[config.mk]
export PLATFORM = sky130hd
export DESIGN_NAME = fpwb_front
export DESIGN_NICKNAME = d
export VERILOG_FILES = /design/src/hdl/fpwb_pkg.sv /design/src/hdl/fpwb_front.sv
export SDC_FILE = /design/constraint.sdc
export NUM_CORES = 1
export LEC_CHECK = 0
export BUFFER_PORTS_ARGS = -buffer_cell sky130_fd_sc_hd__buf_2
export CORE_MARGIN = 4
export CORE_UTILIZATION = 58
export CTS_CLUSTER_DIAMETER = 200
export DETAILED_ROUTE_END_ITERATION = 8
export GPL_TIMING_DRIVEN = 0
export PLACE_DENSITY_LB_ADDON = 0.12
export SKIP_LAST_GASP = 1
export SLEW_MARGIN = 5
export SYNTH_ARGS = -nofsm -noshare
export SYNTH_HDL_FRONTEND = slang
export SYNTH_SLANG_ARGS = --single-unit
[constraint.sdc]
create_clock -name clk -period 8.15 [get_ports clk]
set_clock_uncertainty 0.05 [all_clocks]
set_input_delay 0 -clock clk [delete_from_list [all_inputs] [get_ports clk]]
set_output_delay 0 -clock clk [all_outputs]
set_load 0.01 [all_outputs]
[src/hdl/fpwb_pkg.sv]
// Shared types, constants and the blend function of the pixel write/blend block.
`default_nettype none
package fpwb_pkg;

	localparam int MAX_WIDTH_DEF  = 128;
	localparam int MAX_HEIGHT_DEF = 128;
	localparam int DIM_W          = 8;   // frame_width / frame_height registers
	localparam int CFG_IDX_W      = 1;
	localparam int X_W            = 7;
	localparam int Y_W            = 7;
	localparam int WORD_W         = 32;
	localparam int IDX_W          = 16;  // index < 255*255 for any frame size
	localparam int CNT_W          = 17;  // clear sweep counter, holds w*h itself
	localparam int CMDQ_DEPTH     = 4;
	localparam int RESQ_DEPTH     = 2;
	localparam logic [DIM_W-1:0] DIM_RESET = 8'd128;

	localparam logic [CFG_IDX_W-1:0] REG_FRAME_WIDTH  = 1'b0;
	localparam logic [CFG_IDX_W-1:0] REG_FRAME_HEIGHT = 1'b1;

	typedef enum logic [1:0] {
		OP_WRITE = 2'd0,
		OP_BLEND = 2'd1,
		OP_CLEAR = 2'd2,
		OP_READ  = 2'd3
	} op_t;

	typedef struct packed {
		logic [DIM_W-1:0] w;
		logic [DIM_W-1:0] h;
	} dims_t;

	typedef struct packed {
		op_t               op;
		logic              err;
		logic [IDX_W-1:0]  idx;
		logic [WORD_W-1:0] value;
	} item_t;

	typedef struct packed {
		logic [WORD_W-1:0] pixel;
		logic              status;
	} res_t;

	function automatic logic [DIM_W-1:0] clamp_dim(input logic [DIM_W-1:0] v,
			input int unsigned lim);
		logic [DIM_W-1:0] r;
		r = v;
		if (32'(v) > lim) begin
			r = DIM_W'(lim);
		end
		return r;
	endfunction

	function automatic logic [7:0] mix_chan(input logic [7:0] s, input logic [7:0] d,
			input logic [7:0] a);
		logic [15:0] sum;
		sum = ({8'd0, s} * {8'd0, a}) + ({8'd0, d} * {8'd0, 8'hFF - a});
		return sum[15:8];
	endfunction

	function automatic logic [WORD_W-1:0] blend_word(input logic [WORD_W-1:0] src,
			input logic [WORD_W-1:0] dst);
		logic [7:0] a;
		a = src[7:0];
		return {mix_chan(src[31:24], dst[31:24], a),
			mix_chan(src[23:16], dst[23:16], a),
			mix_chan(src[15:8], dst[15:8], a), 8'hFF};
	endfunction

endpackage
`default_nettype wire

[src/hdl/fpwb_front.sv]
// Front end: frame size registers, range check and flipped pixel index.
`default_nettype none
module fpwb_front import fpwb_pkg::*; #(
	parameter int MAX_WIDTH  = MAX_WIDTH_DEF,
	parameter int MAX_HEIGHT = MAX_HEIGHT_DEF
) (
	input  wire logic                 clk,
	input  wire logic                 arst_n,
	input  wire logic                 cfg_we,
	input  wire logic [CFG_IDX_W-1:0] cfg_index,
	input  wire logic [DIM_W-1:0]     cfg_data,
	input  wire logic [1:0]           cmd,
	input  wire logic [X_W-1:0]       x,
	input  wire logic [Y_W-1:0]       y,
	input  wire logic [WORD_W-1:0]    value,
	output dims_t                     dims,
	output item_t                     item
);
	logic [DIM_W-1:0] width_q, height_q;
	logic [DIM_W-1:0] w, h, row;
	logic [IDX_W-1:0] prod;

	always_ff @(posedge clk or negedge arst_n) begin
		if (!arst_n) begin
			width_q  <= DIM_RESET;
			height_q <= DIM_RESET;
		end else if (cfg_we) begin
			case (cfg_index)
				REG_FRAME_WIDTH:  width_q  <= cfg_data;
				REG_FRAME_HEIGHT: height_q <= cfg_data;
				default: ;
			endcase
		end
	end

	assign w = clamp_dim(width_q, MAX_WIDTH);
	assign h = clamp_dim(height_q, MAX_HEIGHT);
	assign dims = '{w: w, h: h};

	// row counted top-down; only meaningful when in range
	assign row  = h - 8'd1 - {1'b0, y};
	assign prod = {8'd0, row} * {8'd0, w};

	always_comb begin
		item.op    = op_t'(cmd);
		item.err   = (op_t'(cmd) != OP_CLEAR) &&
			(({1'b0, x} >= w) || ({1'b0, y} >= h));
		item.idx   = prod + {9'd0, x};
		item.value = value;
	end

endmodule
`default_nettype wire

==> results of run 1 <==
==> power breakdown <==
part,internal (mW),switching [mW],leakage [nW]
clock network,0.0429,0.0279,0.0288
registers,0.0923,0.00674,0.185
logic,0.693,0.908,2.54
total,0.828,0.943,2.76
==> worst max path at each step <==
stage | startpoint | end | slack (ns) | cells past startpoint
finish | height_q[7] | item[46] | 1.48 | 24
floorplan | height_q[7] | item[46] | 2.42 | 24
global route | height_q[7] | item[46] | 1.11 | 23
detailed placement | height_q[7] | item[46] | 1.79 | 22
global placement | height_q[7] | item[46] | 1.87 | 23
CTS | height_q[7] | item[46] | 1.47 | 22
==> per-stage QoR <==
stage	setup WS, ns	area (µm²)	cells	power (mW)	hold slack [ns]
after floorplan	2.42	4250	514	1.28	-0.346
after global placement	1.87	4840	704	1.66	-0.131
after detailed placement	1.79	4840	704	1.70	-0.119
after CTS	1.47	4980	717	1.79	0.135
after global routing	1.11	4980	717	2.00	0.139
final	1.48	4980	717	1.77	0.134
==> layout make-up <==
type                    instances  share of cell area [%]
multi-input cells             340                    62.3
repair buffers                103                    11.3
flip-flops and latches         16                    8.09
inverters                     107                    8.06
plain buffers                  51                    6.73
well taps                      96                    2.41
clock buffers                   4                    1.11
==> cells in the mapped netlist (2+ instances only) <==
cell type and number:
a211oi_1 4, a21o_1 6, a21oi_1 19, a31oi_1 2
and2_1 8, and3_1 3, buf_2 4, buf_4 35
clkbuf_1 11, dfrtp_1 14, dfstp_2 2, fa_1 44
ha_1 60, inv_1 106, mux2_2 16, nand2_1 33
nand2b_1 24, nand3_1 8, nand4b_1 2, nor2_1 31
nor2b_1 9, nor3_1 14, o211ai_1 7, o21a_1 2
o21ai_0 6, or4_1 8, xnor2_1 9, xor2_1 8
==> flip-flops by register name, indices dropped and copies added (netlist names) <==
name,cells
height_q,8
width_q,8
==> repair_timing <==
item / 4_1_cts / 5_1_grt
endpoints found under the hold margin: 32 / 0
setup endpoints to repair: 0 / 0
resized for setup: 0 / 0
hold buffers: 9 / 0
==> kinds of logic after synthesis <==
group	Yosys count
xor gates and xnor gates	18
and+or+nand+nor	145
adders and majority gates	104
DFF	16
muxes	16
buffers and inverters	158
AOI/OAI and AO/OA	57
==> critical path, cell delays in order (launching register included) <==
cell	delay, ns
dfstp_2	0.37
clkbuf_1	0.24
nor2b_1	0.29
ha_1	0.22
inv_1	0.06
fa_1	0.44
nor2b_4	0.15
o21ai_4	0.06
a21boi_2	0.32
buf_6	0.20
nor3_1	0.06
nor3_1	0.30
fa_1	0.47
inv_1	0.09
fa_1	0.42
inv_1	0.08
fa_1	0.44
fa_1	0.55
inv_1	0.04
ha_1	0.35
nand4_1	0.20
and3_1	0.23
or4_1	0.50
o211ai_1	0.10
buf_2	0.16
==> per-layer routing <==
metal,up-vias,GRT usage (%),part of all wire (%)
met4,0,2.89,0.66
met1,1773,30.5,42
met3,10,2.49,6.3
met2,127,40.7,51
li1,1804,-,-
met5,-,0,0
==> run metrics, run 1 <==
CTS tree built; I/O Buffers 94; simple-gate share of the synthesized area 17.5%; first-pass GRT wire length 16.4 mm; Max-Cap Viols 0; number of synthesized register bits 16; critical path class reg -> out; post-synthesis sequential area ratio 9.49%; HPWL reported at the end of detailed placement 8.22 mm; Seq. cell area 403 µm²; antenna violations before repair 0; clock insertion delay at the later pin of the skew report 0.25 ns; number of synthesized flops with an enable pin 0; Adder-Cell Fraction of Synth Area 38.4%; DRT Wirelength 9.72 mm; Slew HR 50.3%; RSZ-0062 raised after global routing no; # fillers 579; Placeable Area 6940 µm²; Worst Setup Start Kind flop; Reg2Reg Depth 3; ANT cells 0; Worst EP arrival 6.62 ns; XOR/XNOR share of the synthesized area 3.89%; Hold WC Path Type in -> out; # DRC 0; Post-Syn Nets 678; reg2reg setup slack 6.68 ns; first drt pass iteration count 4; Die ar. 8750 µm²; Vias 3714; clk root buf clkbuf_8; final worst-path cycle share 81.8%; Die Ht 93.6 µm; largest family of logic cells by synthesized area adder cells; initial core utilization 61.1%; number of global-route vias before repair 3585; WP data required 8.10 ns; Avg Inst Size Synth 8.26 µm²; Synth Area in Compound Gates 9.08%; grt ovf 0; synthesized cell area 4250 µm²; layout cells sized above 1 26.1%; r2r startpoint width_q[7]; async set or reset register ratio after synthesis 100%; Die W 93.6 µm; largest area contributor in the netlist fa_1; Max Slew Vio Count 0; PwrDens 356 nW/µm²; worst hold endpoint item[8]; most frequent cells in the layout inv_1, buf_2, ha_1; commonest non-fill, non-tap cell in the layout inv_1; drt wl/cell 13.6 µm; count of boundary I/O pins 127; via/cell ratio 5.18; final hold violation count 0; starting DRC count in detailed routing 152; reg2reg end width_q[7]; CTS HTree Levels 1; CTS Buf Count 3; main flop type after synthesis dfrtp_1; pin count of the biggest net entering global routing 17; Area Growth Syn to Fin 17.3%; top cell type's share of synthesized area 20.7%; CTS max path bufs 2; # rows 30; post-synthesis cell count 514; TNS Setup 0 ns; clk slew on worst S/H paths 0.06 ns; routability cong. 0.882; GRT Util Overall 22.8%; setup repair bufs after CTS 0; CTS sink count 16; CP endpoint kind output port; Max Clock Freq 0.150 GHz; final setup vio count 0; Max IR drop VDD 0.232 mV; Hold Crit Start value[8]; status finished, final reports clean; mux cell area share after synthesis 4.24%; top cells by area, synth fa_1, ha_1, inv_1, dfrtp_1, buf_4; CP Max Fanout 10; total leakage power 2.76 nW; Tmin final 6.67 ns; Worst-Margin Slew 0.740 ns; YS warnings 0; post-synth cell types 47; final core occ 71.7%; hold path depth 2; nets 786; Final ANT Viol Nets 0; area of the multi-input gates 3110 µm²
No activity file was read; power rests on OpenSTA's default activity.
==> inputs of run 2 (changes only) <==
--- a/config.mk
+++ b/config.mk
@@ -5,9 +5,10 @@
 export SDC_FILE = /design/constraint.sdc
 export NUM_CORES = 1
 export LEC_CHECK = 0
+export ABC_AREA = 1
 export BUFFER_PORTS_ARGS = -buffer_cell sky130_fd_sc_hd__buf_2
 export CORE_MARGIN = 4
-export CORE_UTILIZATION = 58
+export CORE_UTILIZATION = 54
 export CTS_CLUSTER_DIAMETER = 200
 export DETAILED_ROUTE_END_ITERATION = 8
 export GPL_TIMING_DRIVEN = 0
==> constraint.sdc (replaced) <==
create_clock -name clk -period 6.6 [get_ports clk]
set_clock_uncertainty 0.05 [all_clocks]
set_input_delay 0 -clock clk [delete_from_list [all_inputs] [get_ports clk]]
set_output_delay 0 -clock clk [all_outputs]
set_load 0.01 [all_outputs]
==> run 2 against run 1 <==
Net effect: worst setup slack worse by 0.89 ns; final area is 2.5% lower; cell count is 10% higher; via count is 2.7% higher; area after synthesis is 2.8% lower; critical path depth is 3 higher; non-clock buffer count is 12 lower; sequential power is 24% higher; largest cell class unchanged.
==> run metrics, run 2 <==
status finished, final reports clean (unchanged); largest area contributor in the netlist fa_1 (unchanged); number of synthesized flops with an enable pin 0 (unchanged); final worst-path cycle share 90.9%; RSZ-0062 raised after global routing no (unchanged); # rows 31 (was 30); ANT cells 0 (unchanged); Avg Inst Size Synth 7.04 µm² (was 8.26 µm²); CP Max Fanout 6 (was 10); YS warnings 0 (unchanged); Area Growth Syn to Fin 17.7% (was 17.3%); synthesized cell area 4130 µm² (was 4250 µm²); post-synthesis sequential area ratio 9.76% (was 9.49%); first drt pass iteration count 4 (unchanged); Post-synth top cells inv_1, nand2_1, nor2_1 (was inv_1, ha_1, fa_1); Final ANT Viol Nets 0 (unchanged); Die W 95.4 µm (was 93.6 µm); clock insertion delay at the later pin of the skew report 0.25 ns (about the same); # DRC 0 (unchanged); commonest non-fill, non-tap cell in the layout inv_1 (unchanged); drt wl/cell 11.8 µm (was 13.6 µm); layout cells sized above 1 21.5% (was 26.1%); CTS tree built (unchanged); M1 WL 4.15 mm (was 4.10 mm); Worst-Margin Slew 0.480 ns (was 0.740 ns); Post-Syn Nets 750 (was 678); Max IR drop VDD 0.201 mV (was 0.232 mV); Hold Slack 0.0985 ns (was 0.134 ns); main flop type after synthesis dfrtp_1 (unchanged); final hold violation count 0 (unchanged); routability cong. 0.938 (was 0.882); clk slew on worst S/H paths 0.06 ns (about the same); Die Ht 95.4 µm (was 93.6 µm); Die ar. 9100 µm² (was 8750 µm²); WP data required 6.55 ns (was 8.10 ns); CTS sink count 16 (unchanged); Regs by FF count height_q x8, width_q x8 (unchanged); initial core utilization 56.3% (was 61.1%); count leader, synth inv_1 (unchanged); max layer used met4 (unchanged); count of boundary I/O pins 127 (unchanged); post-synth cell types 31 (was 47); first-pass GRT wire length 16.0 mm (was 16.4 mm); wire length on met3 751 µm (was 614 µm); # fillers 688 (was 579); starting DRC count in detailed routing 142 (was 152); clk root buf clkbuf_8 (unchanged); async set or reset register ratio after synthesis 100% (unchanged); Vias 3815 (was 3714); CTS max path bufs 2 (unchanged); Max Slew Vio Count 0 (unchanged); nets 858 (was 786); antenna violations before repair 0 (unchanged); number of global-route vias before repair 3682 (was 3585); I/O Buffers 94 (unchanged); Worst EP arrival 5.95 ns (was 6.62 ns); TNS Setup 0 ns (unchanged); setup repair bufs after CTS 0 (unchanged); total power 1.69 mW (was 1.77 mW); Hold WC Path Type in -> reg (was in -> out); top cells by area, synth fa_1, ha_1, inv_1, nand2_1, dfrtp_1 (was fa_1, ha_1, inv_1, dfrtp_1, buf_4); CTS Buf Count 3 (unchanged); post-synthesis cell count 586 (was 514); Max Clock Freq 0.167 GHz; GRT Util Overall 21.8% (was 22.8%); Worst Setup Start Kind flop (unchanged); HPWL reported at the end of detailed placement 8.31 mm (was 8.22 mm); critical path class reg -> out (unchanged); post_cts resized 0 (unchanged); DR WL met2 4.31 mm (was 4.94 mm); Slew HR 67.9% (was 50.3%); final setup vio count 0 (unchanged); top cell type's share of synthesized area 21.3% (was 20.7%); most frequent cells in the layout inv_1, nand2_1, buf_2 (was inv_1, buf_2, ha_1); Tmin final 6.00 ns; DRT Wirelength 9.34 mm (was 9.72 mm); pin count of the biggest net entering global routing 17 (unchanged); grt ovf 0 (unchanged); CTS HTree Levels 1 (unchanged); Placeable Area 7330 µm² (was 6940 µm²); Max-Cap Viols 0 (unchanged); number of synthesized register bits 16 (unchanged); total leakage power 2.96 nW (was 2.76 nW); PwrDens 347 nW/µm² (was 356 nW/µm²); CP endpoint kind output port (unchanged); Hold-fix buffers, CTS 9 (unchanged); via/cell ratio 4.82 (was 5.18)
## run 2: changes by cell type after synthesis, moves of 12 or more
cell,delta
nand2_1,+88
inv_1,+41
nor2_1,+32
nand2b_1,-24
mux2_2,-16
nand3_1,+13
o21ai_0,+12
## run 2: final timing paths
check,startpoint,to,slack [ns],cells past startpoint
max reg2reg,width_q[7],width_q[7],5.63,3
max,height_q[1],item[43],0.60,27
min in group asynchronous,arst_n,height_q[6],0.14,2
min reg2reg,height_q[7],height_q[7],0.46,2
min,cfg_we,height_q[7],0.1,4
max in group asynchronous,arst_n,width_q[7],6.06,2
## run 2: cells by family (layout without fill, tap and decap cells)
| logic type | Yosys count | in the layout | share of synthesized area [%] |
|---|---|---|---|
| simple gates | 227 | 227 | 22.9 |
| buf+inv | 191 | 298 | 20.7 |
| fa+ha+maj | 104 | 104 | 39.5 |
| compound gates | 39 | 39 | 5.19 |
| flops | 16 | 16 | 9.76 |
| xor+xnor | 9 | 9 | 1.91 |
## run 2: power by group
part	switching [mW]	internal, mW
Sequential	0.0115	0.112
Combinational	0.890	0.598
Clock	0.0327	0.0428
## run 2: metrics by stage
stage | util, % | area (µm²) | instances | worst slack (ns)
floorplan | - | 4130 | 586 | 1.43
detailed placement | 64.4 | 4720 | 779 | 0.886
global route | 66.2 | 4860 | 792 | 0.226
global placement | 64.4 | 4720 | 779 | 1.03
CTS | 66.2 | 4860 | 792 | 0.610
finish | 66.2 | 4860 | 792 | 0.598
## run 2: final cells by class
class                           count  area (µm²)  share of cell area [%]
Tap cell                           99         124                    2.55
Inverter                          152         573                    11.8
Clock buffer                        4        45.0                   0.928
Multi-Input combinational cell    379        2870                    59.1
Buffer                             39         282                    5.80
Sequential cell                    16         403                    8.30
Timing Repair Buffer              103         561                    11.5
## run 2: metal layers
metal	GRT usage (%)	vias up
li1	-	1927
met1	30.9	1732
met2	36.6	144
met3	1.97	12
met4	4.38	0
met5	0	-
## run 2: critical path, stage by stage, from the launching register on
cell and delay [ns]:
dfrtp_1 0.40, nor3_1 0.20, a31oi_1 0.14, nor2_1 0.29, ha_1 0.23, inv_1 0.06, fa_1 0.37, inv_1 0.12
nand2_2 0.06, nand2_2 0.08, nand2_2 0.06, nand3b_1 0.09, nand2_2 0.13, inv_2 0.12, nand2_1 0.07, fa_1 0.48
inv_1 0.06, fa_1 0.50, inv_1 0.05, fa_1 0.46, fa_1 0.54, inv_1 0.04, ha_1 0.33, a21oi_1 0.25
o21ai_2 0.13, a21oi_1 0.17, xnor2_1 0.13, buf_2 0.14
==> inputs of run 3 (changes only) <==
--- a/config.mk
+++ b/config.mk
@@ -7,6 +7,7 @@
 export LEC_CHECK = 0
 export ABC_AREA = 1
 export BUFFER_PORTS_ARGS = -buffer_cell sky130_fd_sc_hd__buf_2
+export CORE_ASPECT_RATIO = 1.25
 export CORE_MARGIN = 4
 export CORE_UTILIZATION = 54
 export CTS_CLUSTER_DIAMETER = 200
==> run 3 against run 2 <==
Net effect: via count down 0.66%; register-to-register slack got worse by 0.02 ns; cell count decreased by 0.88%; fmax is 2.1% higher; critical path type unchanged; final area shrank 0.18%.
==> run metrics, run 3 (same netlist as run 2, synthesis figures left out) <==
critical path class reg -> out (unchanged); layout cells sized above 1 21.5% (unchanged); initial core utilization 55.8% (was 56.3%); number of global-route vias before repair 3789 (was 3682); hold path depth 4 (unchanged); setup repair bufs after CTS 0 (unchanged); clk slew on worst S/H paths 0.06 ns (about the same); Final ANT Viol Nets 0 (unchanged); RSZ-0062 raised after global routing no (unchanged); commonest non-fill, non-tap cell in the layout inv_1 (unchanged); WP data required 6.55 ns (about the same); Worst-Margin Slew 0.539 ns (was 0.480 ns); # fillers 719 (was 688); starting DRC count in detailed routing 145 (was 142); DRT Wirelength 9.85 mm (was 9.34 mm); worst hold endpoint height_q[7] (unchanged); Max Slew Vio Count 0 (unchanged); Max IR drop VDD 0.613 mV (was 0.201 mV); CTS sink count 16 (unchanged); Die W 86.2 µm (was 95.4 µm); drt wl/cell 12.5 µm (was 11.8 µm); CTS HTree Levels 1 (unchanged); first-pass GRT wire length 16.7 mm (was 16.0 mm); I/O Buffers 94 (unchanged); # rows 35 (was 31); Worst Setup Start Kind flop (unchanged); grt ovf 0 (unchanged); CP Max Fanout 8 (was 6); reg2reg end width_q[7] (unchanged); Vias 3790 (was 3815); pin count of the biggest net entering global routing 17 (unchanged); antenna violations before repair 0 (unchanged); final core occ 65.5% (was 66.2%); Tmin final 5.88 ns (was 6.00 ns); count of boundary I/O pins 127 (unchanged); total leakage power 2.96 nW (unchanged); PwrDens 352 nW/µm² (was 347 nW/µm²); Worst EP arrival 5.83 ns (was 5.95 ns); final hold violation count 0 (unchanged); GRT Util Overall 22.1% (was 21.8%); Placeable Area 7400 µm² (was 7330 µm²); final setup vio count 0 (unchanged); first drt pass iteration count 4 (unchanged); Area Growth Syn to Fin 17.5% (was 17.7%); HPWL reported at the end of detailed placement 8.73 mm (was 8.31 mm); via/cell ratio 4.83 (was 4.82); routability cong. 0.918 (was 0.938); Regs by FF count height_q x8, width_q x8 (unchanged); total power 1.70 mW (was 1.69 mW); clk root buf clkbuf_8 (unchanged); CTS max path bufs 2 (unchanged); status finished, final reports clean (unchanged); Max Clock Freq 0.170 GHz (was 0.167 GHz); TNS Setup 0 ns (unchanged); Hold Crit Start cfg_we (unchanged); Die ar. 9110 µm² (was 9100 µm²); # DRC 0 (unchanged); nets 858 (unchanged); Hold WC Path Type in -> reg (unchanged); ANT cells 0 (unchanged); final worst-path cycle share 89.1% (was 90.9%); most frequent cells in the layout inv_1, nand2_1, buf_2 (unchanged); Max-Cap Viols 0 (unchanged); reg2reg setup slack 5.61 ns (was 5.63 ns); CP endpoint kind output port (unchanged); clock insertion delay at the later pin of the skew report 0.25 ns (about the same); post_cts resized 0 (unchanged); Slew HR 63.9% (was 67.9%); CTS Buf Count 3 (unchanged); CTS tree built (unchanged); Die Ht 106 µm (was 95.4 µm); Reg2Reg Depth 3 (unchanged); r2r startpoint width_q[7] (unchanged); Hold-fix buffers, CTS 9 (unchanged)
-- run 3: metrics by stage --
stage,hold WS (ns),instance area (µm²),setup slack [ns],cells
finish,0.114,4850,0.719,785
floorplan,-0.346,4130,1.43,586
CTS,0.108,4850,0.746,785
global placement,-0.135,4710,1.07,772
detailed placement,-0.125,4710,1.04,772
global route,0.139,4850,0.335,785
-- run 3: worst max-delay path by stage --
stage                 from       end  slack [ns]  cells after the start
2_1_floorplan  height_q[1]  item[43]        1.43                     26
3_3_place_gp   height_q[7]  item[46]        1.07                     26
3_5_place_dp   height_q[3]  item[43]        1.04                     27
4_1_cts        height_q[3]  item[43]        0.75                     27
5_1_grt        height_q[7]  item[44]        0.33                     28
6_report       height_q[7]  item[46]        0.72                     26
-- run 3: critical path: stages, from the launching register on --
cell	delay [ns]
dfstp_2	0.58
inv_1	0.14
a31oi_1	0.29
nor2_1	0.13
ha_1	0.22
inv_1	0.07
fa_1	0.16
inv_1	0.06
or2_2	0.27
nand2_1	0.14
inv_1	0.15
nand2_1	0.10
fa_1	0.43
fa_1	0.54
inv_1	0.05
fa_1	0.52
inv_1	0.05
fa_1	0.52
inv_1	0.04
ha_1	0.34
nand2_1	0.13
nor2_1	0.18
nand3_1	0.15
nand3_1	0.10
nand2_1	0.05
nand2_1	0.04
buf_2	0.12
-- run 3: per-layer routing --
layer	part of all wire, %	wire [µm]	track usage, %
met3	3.2	314	0.704
met5	0	0	0
met2	57	5610	44.4
met4	1.3	124	3.79
met1	39	3800	25.6
-- run 3: area by class of cell --
cell class / instances / area (µm²) / share of cell area, %
well taps: 92 / 115 / 2.37
repair buffers: 103 / 561 / 11.6
inverters: 152 / 573 / 11.8
clock buffers: 4 / 45.0 / 0.929
plain buffers: 39 / 282 / 5.81
multi-input cells: 379 / 2870 / 59.2
flip-flops and latches: 16 / 403 / 8.31
-- run 3: power breakdown --
| group | total [mW] | internal [mW] | switching, mW |
|---|---|---|---|
| registers | 0.124 | 0.112 | 0.0127 |
| logic | 1.51 | 0.599 | 0.907 |
| clock network | 0.0738 | 0.0427 | 0.0311 |
