`src/hdl/fpwb_pkg.sv`:
```
// Shared types, constants and the blend function of the pixel write/blend block.
`default_nettype none
package fpwb_pkg;

	localparam int MAX_WIDTH_DEF  = 128;
	localparam int MAX_HEIGHT_DEF = 128;
	localparam int DIM_W          = 8;   // frame_width / frame_height registers
	localparam int CFG_IDX_W      = 1;
	localparam int X_W            = 7;
	localparam int Y_W            = 7;
	localparam int WORD_W         = 32;
	localparam int IDX_W          = 16;  // index < 255*255 for any frame size
	localparam int CNT_W          = 17;  // clear sweep counter, holds w*h itself
	localparam int CMDQ_DEPTH     = 4;
	localparam int RESQ_DEPTH     = 2;
	localparam logic [DIM_W-1:0] DIM_RESET = 8'd128;

	localparam logic [CFG_IDX_W-1:0] REG_FRAME_WIDTH  = 1'b0;
	localparam logic [CFG_IDX_W-1:0] REG_FRAME_HEIGHT = 1'b1;

	typedef enum logic [1:0] {
		OP_WRITE = 2'd0,
		OP_BLEND = 2'd1,
		OP_CLEAR = 2'd2,
		OP_READ  = 2'd3
	} op_t;

	typedef struct packed {
		logic [DIM_W-1:0] w;
		logic [DIM_W-1:0] h;
	} dims_t;

	typedef struct packed {
		op_t               op;
		logic              err;
		logic [IDX_W-1:0]  idx;
		logic [WORD_W-1:0] value;
	} item_t;

	typedef struct packed {
		logic [WORD_W-1:0] pixel;
		logic              status;
	} res_t;

	function automatic logic [DIM_W-1:0] clamp_dim(input logic [DIM_W-1:0] v,
			input int unsigned lim);
		logic [DIM_W-1:0] r;
		r = v;
		if (32'(v) > lim) begin
			r = DIM_W'(lim);
		end
		return r;
	endfunction

	function automatic logic [7:0] mix_chan(input logic [7:0] s, input logic [7:0] d,
			input logic [7:0] a);
		logic [15:0] sum;
		sum = ({8'd0, s} * {8'd0, a}) + ({8'd0, d} * {8'd0, 8'hFF - a});
		return sum[15:8];
	endfunction

	function automatic logic [WORD_W-1:0] blend_word(input logic [WORD_W-1:0] src,
			input logic [WORD_W-1:0] dst);
		logic [7:0] a;
		a = src[7:0];
		return {mix_chan(src[31:24], dst[31:24], a),
			mix_chan(src[23:16], dst[23:16], a),
			mix_chan(src[15:8], dst[15:8], a), 8'hFF};
	endfunction

endpackage
`default_nettype wire

```
`src/hdl/fpwb_fifo.sv`:
```
// Small synchronous word queue with flop storage.
`default_nettype none
module fpwb_fifo import fpwb_pkg::*; #(
	parameter int DATA_W = 32,
	parameter int DEPTH  = 4
) (
	input  wire logic              clk,
	input  wire logic              arst_n,
	input  wire logic              push,
	input  wire logic [DATA_W-1:0] wdata,
	output logic                   full,
	input  wire logic              pop,
	output logic [DATA_W-1:0]      rdata,
	output logic                   empty
);
	localparam int PTR_W = (DEPTH > 1) ? $clog2(DEPTH) : 1;

	logic [DATA_W-1:0] store_q [DEPTH];
	logic [PTR_W-1:0]  wp_q, rp_q;
	logic [PTR_W:0]    cnt_q;
	logic              do_push, do_pop;

	assign full    = (cnt_q == (PTR_W+1)'(DEPTH));
	assign empty   = (cnt_q == '0);
	assign do_push = push && !full;
	assign do_pop  = pop && !empty;
	assign rdata   = store_q[rp_q];

	function automatic logic [PTR_W-1:0] nxt(input logic [PTR_W-1:0] p);
		logic [PTR_W-1:0] r;
		r = (p == PTR_W'(DEPTH - 1)) ? '0 : p + 1'b1;
		return r;
	endfunction

	always_ff @(posedge clk or negedge arst_n) begin
		if (!arst_n) begin
			wp_q  <= '0;
			rp_q  <= '0;
			cnt_q <= '0;
		end else begin
			if (do_push) wp_q <= nxt(wp_q);
			if (do_pop) rp_q <= nxt(rp_q);
			if (do_push && !do_pop) cnt_q <= cnt_q + 1'b1;
			else if (do_pop && !do_push) cnt_q <= cnt_q - 1'b1;
		end
	end

	always_ff @(posedge clk) begin
		if (do_push) store_q[wp_q] <= wdata;
	end

endmodule
`default_nettype wire

```
`config.mk`:
```
export PLATFORM = sky130hd
export DESIGN_NAME = fpwb_fifo
export DESIGN_NICKNAME = d
export VERILOG_FILES = /design/src/hdl/fpwb_pkg.sv /design/src/hdl/fpwb_fifo.sv
export SDC_FILE = /design/constraint.sdc
export NUM_CORES = 1
export LEC_CHECK = 0
export CAP_MARGIN = 20
export CORE_ASPECT_RATIO = 0.9
export CORE_MARGIN = 1.5
export CORE_UTILIZATION = 35
export DETAILED_ROUTE_END_ITERATION = 6
export DONT_BUFFER_PORTS = 1
export GPL_TIMING_DRIVEN = 0
export HOLD_SLACK_MARGIN = 0.02
export SLEW_MARGIN = 15
export SYNTH_ARGS = -nofsm -noshare
export SYNTH_HDL_FRONTEND = slang
export SYNTH_SLANG_ARGS = --single-unit
```
`constraint.sdc`:
```
create_clock -name clk -period 5.7 [get_ports clk]
set_clock_uncertainty 0.1 [all_clocks]
set_input_delay 0.285 -clock clk [delete_from_list [all_inputs] [get_ports clk]]
set_output_delay 0.285 -clock clk [all_outputs]
set_load 0.01 [all_outputs]
```
==> summary.txt, run 1 <==
Synth
  – Warnings from Yosys: 0
  – Count of unique library cells instantiated by Yosys: 20
  – Summed instance area of the synthesized netlist: 5060 um^2
  – Average footprint of a synthesized cell: 24.7 um^2
  – Synthesized netlist net count: between 200 and 250
  – Gate count after technology mapping: 205
  – Proportion of synthesized chip area in sequential cells: 0.795
  – Post-synthesis register bit count: 135

Route
  – Router iterations before antenna repair: 4
  – Initial drt markers: 114
  – DRC violation count after routing: 0
  – Routed wire length: 8860 um
  – Routed length per placed instance: 19.0 um
  – Detail Route Antenna Nets: 0
  – Count of vias placed by the detailed router: approximately 2200
  – Via/cell ratio: approximately 4.6

Cells and area
  – Proportion of layout cells with a drive suffix above 1: 0.285
  – Post-Route Utilization: 0.448
  – Final instance area: approximately 6300 um^2
  – Top library cells by usage in the layout, fill and taps aside: 128 x sky130_fd_sc_hd__edfxtp_1, 34 x sky130_fd_sc_hd__dlygate4sd3_1, 32 x sky130_fd_sc_hd__mux4_2
  – Most frequent standard cell in the layout excluding fill and tap cells: sky130_fd_sc_hd__edfxtp_1
  – N_diodes: 0
  – Count of placed standard cells in the final layout, fillers left out: 467
  – Final layout net count: between 300 and 400
  – Area delta synth->final: 24.4%

Placed design
  – IO buf count: 0
  – Final HPWL from detailed placement: between 5000 and 6000 um
  – GP Congestion: 0.590
  – Cell total after placement: 402
  – Post-detailed-placement cell area: 5410 um^2
  – Worst slack, placed: 3.47 ns

Pwr
  – Max rail drop VDD: 275 uV
  – Total design power: 3.25 mW
  – Static leakage: 2.08 nW
  – Power density over cell area: just over 500 nW/um^2

GRT
  – Maximum number of pins on one net before global-route repair: 25
  – First-pass GRT wire length: 13600 um
  – Initial antenna violation count: 0
  – GRT Overall Usage: 0.130
  – Vias in the first global route: 2398
  – Overall overflow remaining after global route: 0

CTS
  – Number of clock sinks: 135
  – Number of levels in the clock H-tree: 4
  – Cts-stage hold buffer count: 34
  – Buffer levels on the longest clock path: 2
  – Clock latency of the later-clocked register in the worst-skew pair: 0.41 ns
  – CTS tree: done
  – Post-cts sizing count: 0
  – Number of buffers inserted during clock tree synthesis: 17
  – Clock-pin slew reported for the worst setup and hold paths after clock tree synthesis: ~0.06 ns
  – CTS Root Cell: sky130_fd_sc_hd__clkbuf_16
  – Number of buffers inserted by post-CTS setup repair: 0

Floorplan
  – Vertical die dimension: 117 um
  – I/O pins: 70
  – Die ar.: ~15000 um^2
  – Std cell rows: 41
  – Die Width: 130 um
  – Core Footprint: 14100 um^2
  – Effective utilization at floorplan: 0.360

Worst setup path
  – Startpoint types: flop
  – Worst Path Arrival: 1.99 ns
  – Worst endpoint required time: approximately 5.3 ns
  – Largest driver fanout on the critical path: 10
  – Category of the worst setup path capture point: output port
  – Start-to-end type of the worst setup path: flop to output port

Timing
  – Total setup violations reported at the end of the flow: 0
  – Hold Worst Slack: 0.104 ns
  – Slew of the pin with the lowest slew margin: approximately 0.73 ns
  – Final number of max-transition violations: 0
  – Highest clock rate: 422 MHz
  – Setup repair after global routing missed its margin: false
  – Crit share post-route: 0.416
  – Period minus WS final: 2.37 ns
  – Max transition margin: 0.516
  – Final-layout setup total negative slack: 0 ns
  – Total count of hold-check failures in the final report: 0
  – Smallest setup slack after layout: 3.33 ns

Worst hold path
  – Classification of the worst-slack hold path: input pin to async pin

Flow run
  – Max-Cap Viols: 0

Outcome
  – Run status: complete, no violations
sequential cells by signal, summed over array words and instances (netlist names):
register / cells
cnt_q: 3
rp_q: 2
store_q: 128
wp_q: 2
worst paths after layout:
check / cells past startpoint / from / to / slack, ns
setup / recovery: 3 / rp_q[1]$_DFFE_PN0P_ / rdata[10] / 3.33
hold / removal: 1 / arst_n / cnt_q[1]$_DFFE_PN0P_ / 0.10
setup reg to reg: 7 / cnt_q[0]$_DFFE_PN0P_ / cnt_q[2]$_DFFE_PN0P_ / 3.47
hold reg to reg: 1 / cnt_q[2]$_DFFE_PN0P_ / cnt_q[2]$_DFFE_PN0P_ / 0.44
max in group asynchronous: 1 / arst_n / cnt_q[0]$_DFFE_PN0P_ / 5.15
min in group clk: 3 / push / wp_q[0]$_DFFE_PN0P_ / 0.25
routing by layer:
layer	part of all wire	track usage	vias to the layer above
met1	0.41	0.147	1119
met5	0	0	-
met2	0.53	0.222	54
met3	0.038	0.0368	18
met4	0.022	0.0756	0
li1	-	-	977
power breakdown:
group | internal, mW | switching [mW] | leakage, nW
Clock | 0.633 | 0.382 | 0.270
Sequential | 1.31 | 0.0620 | 1.25
Combinational | 0.385 | 0.477 | 0.556
area by class of cell:
class                           instances  area, um^2
Multi-Input combinational cell         58         981
Fill cell                            1218        7760
Sequential cell                       135        4020
Clock inverter                         11         109
Timing Repair Buffer                   38         443
Inverter                                3        11.3
Buffer                                  9        50.0
Clock buffer                           20         437
Tap cell                              193         241
kinds of logic after synthesis:
kind of cell,after synthesis,synth area share
DFF,135,0.795
muxes,36,0.153
buffers and inverters,12,0.0121
and+or+nand+nor,10,0.0121
adders and majority gates,7,0.0188
xor gates and xnor gates,3,0.00520
AOI/OAI and AO/OA,2,0.00396
cells in the mapped netlist:
cell | number | area [um^2]
sky130_fd_sc_hd__nor3_1 | 2 | 10.0
sky130_fd_sc_hd__ha_1 | 6 | 75.1
sky130_fd_sc_hd__nor2_1 | 2 | 7.51
sky130_fd_sc_hd__xnor2_1 | 1 | 8.76
sky130_fd_sc_hd__buf_4 | 3 | 22.5
sky130_fd_sc_hd__nor2b_1 | 1 | 6.26
sky130_fd_sc_hd__buf_2 | 4 | 20.0
sky130_fd_sc_hd__mux4_2 | 32 | 721
sky130_fd_sc_hd__fa_1 | 1 | 20.0
sky130_fd_sc_hd__o31ai_2 | 1 | 12.5
sky130_fd_sc_hd__nor3b_2 | 1 | 12.5
sky130_fd_sc_hd__mux2_2 | 2 | 22.5
sky130_fd_sc_hd__edfxtp_1 | 128 | 3840
sky130_fd_sc_hd__a21o_1 | 1 | 7.51
sky130_fd_sc_hd__and2_1 | 4 | 25.0
sky130_fd_sc_hd__mux2_4 | 2 | 30.0
sky130_fd_sc_hd__dfrtp_1 | 7 | 175
sky130_fd_sc_hd__xor2_1 | 2 | 17.5
sky130_fd_sc_hd__clkbuf_1 | 2 | 7.51
sky130_fd_sc_hd__inv_1 | 3 | 11.3
worst max-delay path: stages, from the launching register on:
cell and delay [ns]:
sky130_fd_sc_hd__dfrtp_1 0.34, sky130_fd_sc_hd__buf_2 0.19, sky130_fd_sc_hd__clkbuf_1 0.58, sky130_fd_sc_hd__mux4_2 0.46
(Power assumes the default switching activity.)
==> run 2, diff against run 1 <==
--- a/config.mk
+++ b/config.mk
@@ -5,6 +5,7 @@
 export SDC_FILE = /design/constraint.sdc
 export NUM_CORES = 1
 export LEC_CHECK = 0
+export ABC_AREA = 1
 export CAP_MARGIN = 20
 export CORE_ASPECT_RATIO = 0.9
 export CORE_MARGIN = 1.5
==> constraint.sdc (replaced) <==
create_clock -name clk -period 2.36 [get_ports clk]
set_clock_uncertainty 0.1 [all_clocks]
set_input_delay 0.118 -clock clk [delete_from_list [all_inputs] [get_ports clk]]
set_output_delay 0.118 -clock clk [all_outputs]
set_load 0.01 [all_outputs]
==> run 2 against run 1 <==
Against the previous run:
- cell area increased by 9.1%
- global-route usage increased by 2.6 points
- clock power increased to 2.7 times the previous value
- flip-flop and latch count unchanged
- synthesized cell count increased by 110%
- wire length increased by 33%
- utilization decreased by 0.16 points
- register-to-register slack got worse by 3.3 ns
- non-clock buffer count increased by 15
- combinational power increased to 3.1 times the previous value
- critical path type is now flop to flop
==> summary.txt, run 2 <==
Pwr
  – Share of power burned in registers: 0.379 (-0.044)
  – Max rail drop VDD: 535 uV (+94%)
  – Switching share of power: 0.344 (+0.0615)
  – Static leakage: 2.68 nW (+29%)
  – Clk network pwr share: 0.311 (about the same)
  – Combinational power share: 0.310 (+0.045)
  – Power density over cell area: 1270 nW/um^2 (+150%)
  – Internal power of the cells: 5.70 mW (+140%)
  – Net switching component of the power: 3.00 mW (+230%)

Route
  – Count of vias placed by the detailed router: 3306 (+52%)
  – Initial drt markers: 208 (+82%)
  – Router iterations before antenna repair: 4 (unchanged)
  – Detail Route Antenna Nets: 0 (unchanged)
  – DRC violation count after routing: 0 (unchanged)
  – Routed length per placed instance: 16.6 um (-12%)
  – Via/cell ratio: 4.66 (+0.44%)
  – Routed wire length: 11800 um (+33%)

Timing
  – Final number of max-transition violations: 0 (unchanged)
  – Total count of hold-check failures in the final report: 0 (unchanged)
  – Total setup violations reported at the end of the flow: 0 (unchanged)
  – Final-layout setup total negative slack: 0 ns (unchanged)
  – Highest clock rate: ~460 MHz
  – Period minus WS final: 2.20 ns
  – Max transition margin: 0.562 (+0.0455)
  – Slew of the pin with the lowest slew margin: 0.656 ns (-0.0697 ns)
  – Crit share post-route: 0.931
  – Setup repair after global routing missed its margin: false

Cells and area
  – Area delta synth->final: 24.9%
  – Most frequent standard cell in the layout excluding fill and tap cells: sky130_fd_sc_hd__edfxtp_1
  – Proportion of layout cells with a drive suffix above 1: 0.110 (-0.174)
  – Number of filler cells placed in the layout: 1404 (+15%)
  – N_diodes: 0 (unchanged)
  – Count of placed standard cells in the final layout, fillers left out: 709 (+52%)
  – Final layout net count: 537 (+76%)
  – Registers with the most flip-flops: store_q (128), cnt_q (3)
  – Top library cells by usage in the layout, fill and taps aside: 128 x sky130_fd_sc_hd__edfxtp_1, 110 x sky130_fd_sc_hd__nand2_1, 79 x sky130_fd_sc_hd__inv_1
  – Post-Route Utilization: 0.446 (-0.00156)
  – Final instance area: 6860 um^2 (+9.1%)
  – Most flop-heavy register: store_q
  – Number of flip-flops in the largest register: 128 (unchanged)

CTS
  – Buffer levels on the longest clock path: 2 (unchanged)
  – Number of levels in the clock H-tree: 4 (unchanged)
  – Clock latency of the later-clocked register in the worst-skew pair: 0.42 ns (about the same)
  – Clock-pin slew reported for the worst setup and hold paths after clock tree synthesis: 0.06 ns (about the same)
  – Number of buffers inserted during clock tree synthesis: 17 (unchanged)
  – Number of clock sinks: 135 (unchanged)
  – CTS tree: done
  – CTS Root Cell: sky130_fd_sc_hd__clkbuf_16
  – Number of buffers inserted by post-CTS setup repair: 0 (unchanged)

Synth
  – Biggest area consumer among synthesized cells: sky130_fd_sc_hd__edfxtp_1
  – Area share of the largest cell type after synthesis: 0.700 (-0.0606)
  – Post-synth EDFFs: 128 (unchanged)
  – Average footprint of a synthesized cell: 12.7 um^2 (-49%)
  – Summed instance area of the synthesized netlist: 5490 um^2 (+8.7%)
  – Warnings from Yosys: 0 (unchanged)
  – Async S/R FF share, synth: 0.0519 (unchanged)
  – Gate count after technology mapping: 434 (+110%)
  – Synthesized netlist net count: 477 (+92%)
  – Synth area leaders: sky130_fd_sc_hd__edfxtp_1 70%, sky130_fd_sc_hd__o211ai_1 8.7%, sky130_fd_sc_hd__nand2_1 7.6%
  – Most frequent cell after synthesis: sky130_fd_sc_hd__edfxtp_1
  – Proportion of synthesized chip area in sequential cells: 0.731 (-0.0634)
  – Count of unique library cells instantiated by Yosys: 16 (-20%)
  – Ranking of synthesized cells by instance count: 128 x sky130_fd_sc_hd__edfxtp_1, 111 x sky130_fd_sc_hd__nand2_1, 79 x sky130_fd_sc_hd__inv_1
  – Post-synthesis register bit count: 135 (unchanged)
  – Most used flip-flop cell after synthesis: sky130_fd_sc_hd__edfxtp_1

Worst setup path
  – Category of the worst setup path capture point: flop
  – Largest driver fanout on the critical path: 7 (-3)
  – Startpoint types: flop
  – Most frequent CP cell: sky130_fd_sc_hd__inv_1
  – Series of cell instances along the critical path: inv_1 -> nand3_1 -> nand2_2 -> inv_1 -> ha_1 -> inv_1 -> fa_1 -> nand2_1 -> o21ai_0
  – Top delay family on crit path: adder cells
  – Worst r2r src: cnt_q[1]$_DFFE_PN0P_
  – Worst endpoint required time: 2.55 ns (-2.77 ns)
  – Start-to-end type of the worst setup path: flop to flop
  – Start point of the critical path: cnt_q[1]$_DFFE_PN0P_
  – Slowest cell delay on critical path: 0.42 ns (-0.16 ns)
  – Cell type of the slowest stage on the worst timing path: sky130_fd_sc_hd__fa_1
  – Worst Path Arrival: 2.39 ns (+0.40 ns)
  – Critical path buffer and inverter count: 3 (+1)

GRT
  – Initial antenna violation count: 0 (unchanged)
  – First-pass GRT wire length: 18400 um (+36%)
  – Overall overflow remaining after global route: 0 (unchanged)
  – Maximum number of pins on one net before global-route repair: 24 (-4.0%)
  – Vias in the first global route: 3510 (+46%)
  – GRT Overall Usage: 0.156 (+0.0257)

Worst hold path
  – Classification of the worst-slack hold path: input pin to flop
  – Hold path start: wdata[7]

Floorplan
  – Core Footprint: 15400 um^2 (+9.5%)
  – Std cell rows: 43 (+4.9%)
  – Die Width: 135 um (+4.1%)
  – I/O pins: 70 (unchanged)
  – Effective utilization at floorplan: 0.357 (-0.00266)
  – Vertical die dimension: 122 um (+4.1%)
  – Die ar.: 16500 um^2 (+8.4%)

Placed design
  – GP Congestion: 0.711 (+20%)
  – Final HPWL from detailed placement: 7690 um (+40%)
  – IO buf count: 0 (unchanged)
  – Post-detailed-placement cell area: 5880 um^2 (+8.8%)
  – Cell total after placement: 640 (+59%)

Flow run
  – Max-Cap Viols: 0 (unchanged)

Outcome
  – Run status: complete, no violations
[run 2: cell count changes after synthesis, moves of 2 or more]
cell / change
sky130_fd_sc_hd__and2_1: -4
sky130_fd_sc_hd__nand3_1: +7
sky130_fd_sc_hd__o211ai_1: +64
sky130_fd_sc_hd__nand2_1: +111
sky130_fd_sc_hd__mux4_2: -32
sky130_fd_sc_hd__nor3_1: -2
sky130_fd_sc_hd__inv_1: +76
sky130_fd_sc_hd__xor2_1: -2
sky130_fd_sc_hd__mux2_2: -2
sky130_fd_sc_hd__mux2_4: -2
sky130_fd_sc_hd__nor2_1: +4
sky130_fd_sc_hd__buf_2: +14
sky130_fd_sc_hd__buf_4: -2
[run 2: final timing paths]
check	slack, ns	to	cells past startpoint
max reg2reg	0.16	cnt_q[1]$_DFFE_PN0P_	9
max in group asynchronous	1.41	cnt_q[0]$_DFFE_PN0P_	2
min reg2reg	0.41	cnt_q[2]$_DFFE_PN0P_	2
min	0.30	store_q[1][7]$_DFFE_PP_	1
max	0.16	cnt_q[1]$_DFFE_PN0P_	9
min in group asynchronous	0.48	wp_q[0]$_DFFE_PN0P_	2
[run 2: kinds of logic after synthesis]
| family | share of synthesized area |
|---|---|
| AO/OA/AOI/OAI | 0.0884 |
| flip-flops | 0.731 |
| AND/OR/NAND/NOR | 0.0875 |
| buffers and inverters | 0.0738 |
| XOR/XNOR | 0.00159 |
| adder cells (fa/ha/maj) | 0.0173 |
[run 2: area by class of cell]
| type | count | area, um^2 | area share |
|---|---|---|---|
| Buffer | 21 | 105 | 0.0153 |
| Clock inverter | 14 | 181 | 0.0264 |
| Tap cell | 202 | 253 | 0.0368 |
| Sequential cell | 135 | 4020 | 0.586 |
| Inverter | 80 | 300 | 0.0438 |
| Clock buffer | 18 | 429 | 0.0625 |
| Timing Repair Buffer | 41 | 473 | 0.0689 |
| Multi-Input combinational cell | 198 | 1100 | 0.161 |
[run 2: power groups by stage]
stage	clock network (mW)	logic, mW	registers, mW
after floorplan	0	1.78	3.33
after global placement	0	2.45	3.37
after detailed placement	0	2.68	3.35
after CTS	2.75	2.76	3.30
after global routing	2.86	3.00	3.34
final	2.71	2.69	3.30
[run 2: timing repair]
action / CTS / global route
setup endpoints to repair: 0 / 17
resized for setup: 0 / 1
hold buffers: 36 / 1
endpoints found under the hold margin: 140 / 2
[run 2: per-layer routing]
| metal | global-route usage | routed length (um) |
|---|---|---|
| met1 | 0.181 | 5030 |
| met4 | 0.0645 | 197 |
| met2 | 0.268 | 6040 |
| met3 | 0.0487 | 514 |
| met5 | 0 | 0 |
[run 2: per-stage QoR]
step                worst slack [ns]  hold WS, ns  total power, mW
floorplan                     -0.242       -0.278             5.11
global placement               -1.52       -0.277             5.82
detailed placement            0.0467       -0.277             6.03
CTS                           0.0357       0.0526             8.81
global route                  0.0412        0.310             9.20
finish                         0.163        0.300             8.70
==> run 3, diff against run 2 <==
--- a/config.mk
+++ b/config.mk
@@ -10,6 +10,7 @@
 export CORE_ASPECT_RATIO = 0.9
 export CORE_MARGIN = 1.5
 export CORE_UTILIZATION = 35
+export CTS_BUF_LIST = sky130_fd_sc_hd__clkbuf_8 sky130_fd_sc_hd__clkbuf_16
 export DETAILED_ROUTE_END_ITERATION = 6
 export DONT_BUFFER_PORTS = 1
 export GPL_TIMING_DRIVEN = 0
==> run 3 against run 2 <==
Against the previous run:
- critical path depth is the same
- combinational power is essentially flat
- highest routed layer unchanged
- non-clock buffer count is the same
- largest power group unchanged
- via count grew 0.24%
- die area is the same
- count of clock-buffer cells in the layout shrank 1
- sequential power is essentially flat
==> summary.txt, run 3 (same netlist as run 2, synthesis figures left out) <==
Floorplan
  – Effective utilization at floorplan: 0.357 (unchanged)
  – Std cell rows: 43 (unchanged)
  – Die ar.: 16500 um^2 (unchanged)
  – I/O pins: 70 (unchanged)
  – Core Footprint: 15400 um^2 (unchanged)
  – Vertical die dimension: 122 um (unchanged)
  – Die Width: 135 um (unchanged)

GRT
  – GRT Overall Usage: 0.156 (unchanged)
  – Maximum number of pins on one net before global-route repair: 24 (unchanged)
  – Initial antenna violation count: 0 (unchanged)
  – Overall overflow remaining after global route: 0 (unchanged)
  – First-pass GRT wire length: 18400 um (unchanged)
  – Vias in the first global route: 3510 (unchanged)

CTS
  – Buffer levels on the longest clock path: 2 (unchanged)
  – CTS Root Cell: sky130_fd_sc_hd__clkbuf_16
  – Number of clock sinks: 135 (unchanged)
  – Number of buffers inserted by post-CTS setup repair: 0 (unchanged)
  – CTS tree: done
  – Number of levels in the clock H-tree: 4 (unchanged)
  – Clock latency of the later-clocked register in the worst-skew pair: 0.42 ns (about the same)
  – Clock-pin slew reported for the worst setup and hold paths after clock tree synthesis: 0.06 ns (about the same)
  – Number of buffers inserted during clock tree synthesis: 17 (unchanged)

Timing
  – Crit share post-route: 0.930 (about the same)
  – Period minus WS final: 2.20 ns (-0.00134 ns)
  – Slew of the pin with the lowest slew margin: 0.646 ns (-0.0101 ns)
  – Highest clock rate: 456 MHz (about the same)
  – Final-layout setup total negative slack: 0 ns (unchanged)
  – Max transition margin: 0.568 (+0.00673)
  – Final number of max-transition violations: 0 (unchanged)
  – Total setup violations reported at the end of the flow: 0 (unchanged)
  – Smallest setup slack after layout: 0.165 ns (+0.00134 ns)
  – Setup repair after global routing missed its margin: false
  – Total count of hold-check failures in the final report: 0 (unchanged)

Route
  – Count of vias placed by the detailed router: 3314 (+0.24%)
  – Routed wire length: 11800 um (about the same)
  – Routed length per placed instance: 16.6 um (about the same)
  – Via/cell ratio: 4.67 (+0.24%)
  – Router iterations before antenna repair: 4 (unchanged)
  – DRC violation count after routing: 0 (unchanged)
  – Detail Route Antenna Nets: 0 (unchanged)
  – Initial drt markers: 234 (+13%)

Outcome
  – Run status: complete, no violations

Worst setup path
  – Worst Path Arrival: 2.39 ns (about the same)
  – Largest driver fanout on the critical path: 7 (unchanged)
  – Endpoint of the most critical register-to-register path: cnt_q[1]$_DFFE_PN0P_
  – Most frequent CP cell: sky130_fd_sc_hd__inv_1
  – Critical path buffer and inverter count: 3 (unchanged)
  – Top delay family on crit path: adder cells
  – Cell type of the slowest stage on the worst timing path: sky130_fd_sc_hd__fa_1
  – Start-to-end type of the worst setup path: flop to flop
  – Worst r2r src: cnt_q[1]$_DFFE_PN0P_
  – Category of the worst setup path capture point: flop
  – Series of cell instances along the critical path: inv_1 -> nand3_1 -> nand2_2 -> inv_1 -> ha_1 -> inv_1 -> fa_1 -> nand2_1 -> o21ai_0
  – Setup slack of the most critical reg-to-reg path: 0.16 ns (about the same)
  – Register-to-Register Path Depth: 9 (unchanged)
  – Worst endpoint required time: 2.55 ns (about the same)
  – Startpoint types: flop
  – Slowest cell delay on critical path: 0.42 ns (about the same)

Pwr
  – Max rail drop VDD: 535 uV (about the same)
  – Power density over cell area: 1270 nW/um^2 (about the same)
  – Total design power: 8.70 mW (about the same)
  – Static leakage: 2.68 nW (+0.15%)

Flow run
  – Max-Cap Viols: 0 (unchanged)

Worst hold path
  – Hold path start: wdata[7]
  – Number of cells on the worst hold path: 1 (unchanged)
  – Worst min-delay path endpoint: store_q[1][7]$_DFFE_PP_
  – Classification of the worst-slack hold path: input pin to flop

Cells and area
  – Area delta synth->final: 24.9% (unchanged)
  – Number of flip-flops in the largest register: 128 (unchanged)
  – Most flop-heavy register: store_q
  – Number of filler cells placed in the layout: 1404 (unchanged)
  – Registers with the most flip-flops: store_q (128), cnt_q (3)
  – Top library cells by usage in the layout, fill and taps aside: 128 x sky130_fd_sc_hd__edfxtp_1, 110 x sky130_fd_sc_hd__nand2_1, 80 x sky130_fd_sc_hd__inv_1
  – Most frequent standard cell in the layout excluding fill and tap cells: sky130_fd_sc_hd__edfxtp_1
  – N_diodes: 0 (unchanged)
  – Final layout net count: 537 (unchanged)
  – Final instance area: 6860 um^2 (unchanged)
  – Proportion of layout cells with a drive suffix above 1: 0.110 (unchanged)

Placed design
  – Worst slack, placed: 0.0467 ns (unchanged)
  – IO buf count: 0 (unchanged)
  – Final HPWL from detailed placement: 7690 um (unchanged)
  – GP Congestion: 0.711 (unchanged)
  – Post-detailed-placement cell area: 5880 um^2 (unchanged)
run 3: worst max-delay path by stage:
stage | from | endpoint | cells after the start
floorplan | cnt_q[0]$_DFFE_PN0P_ | store_q[0][0]$_DFFE_PP_ | 4
CTS | cnt_q[1]$_DFFE_PN0P_ | cnt_q[1]$_DFFE_PN0P_ | 9
global route | cnt_q[0]$_DFFE_PN0P_ | cnt_q[1]$_DFFE_PN0P_ | 9
detailed placement | cnt_q[1]$_DFFE_PN0P_ | cnt_q[1]$_DFFE_PN0P_ | 9
finish | cnt_q[1]$_DFFE_PN0P_ | cnt_q[1]$_DFFE_PN0P_ | 9
global placement | cnt_q[0]$_DFFE_PN0P_ | store_q[1][14]$_DFFE_PP_ | 4
run 3: timing repair:
action                                  in CTS  in global routing
hold buffers                                36                  1
hold endpoints to repair                   140                  2
endpoints found under the setup margin       0                 17
resized for setup                            0                  1
run 3: per-layer routing:
layer / vias to the layer above / routed length, um / part of all wire / track usage
met5: - / 0 / 0 / 0
met4: 0 / 200 / 0.017 / 0.0645
met2: 65 / 6030 / 0.51 / 0.268
met1: 1624 / 5020 / 0.43 / 0.181
met3: 13 / 534 / 0.045 / 0.0487
li1: 1612 / - / - / -
run 3: area by class of cell:
| class | count | area, um^2 | area share |
|---|---|---|---|
| buffer | 21 | 105 | 0.0153 |
| inverter | 80 | 300 | 0.0438 |
| multi-input combinational | 198 | 1100 | 0.161 |
| clock inverter | 15 | 185 | 0.0270 |
| tap | 202 | 253 | 0.0368 |
| clock buffer | 17 | 425 | 0.0620 |
| sequential | 135 | 4020 | 0.586 |
| timing repair buffer | 41 | 473 | 0.0689 |
run 3: per-stage QoR:
stage	hold slack, ns	utilization	instances
after floorplan	-0.278	-	434
after global placement	-0.277	0.373	636
after detailed placement	-0.277	0.382	640
after CTS	0.0526	0.445	708
after global routing	0.310	0.446	709
final	0.303	0.446	709
run 3: power breakdown:
group / switching (mW) / internal, mW
combinational: 1.90 / 0.795
clock: 0.959 / 1.75
sequential: 0.143 / 3.16
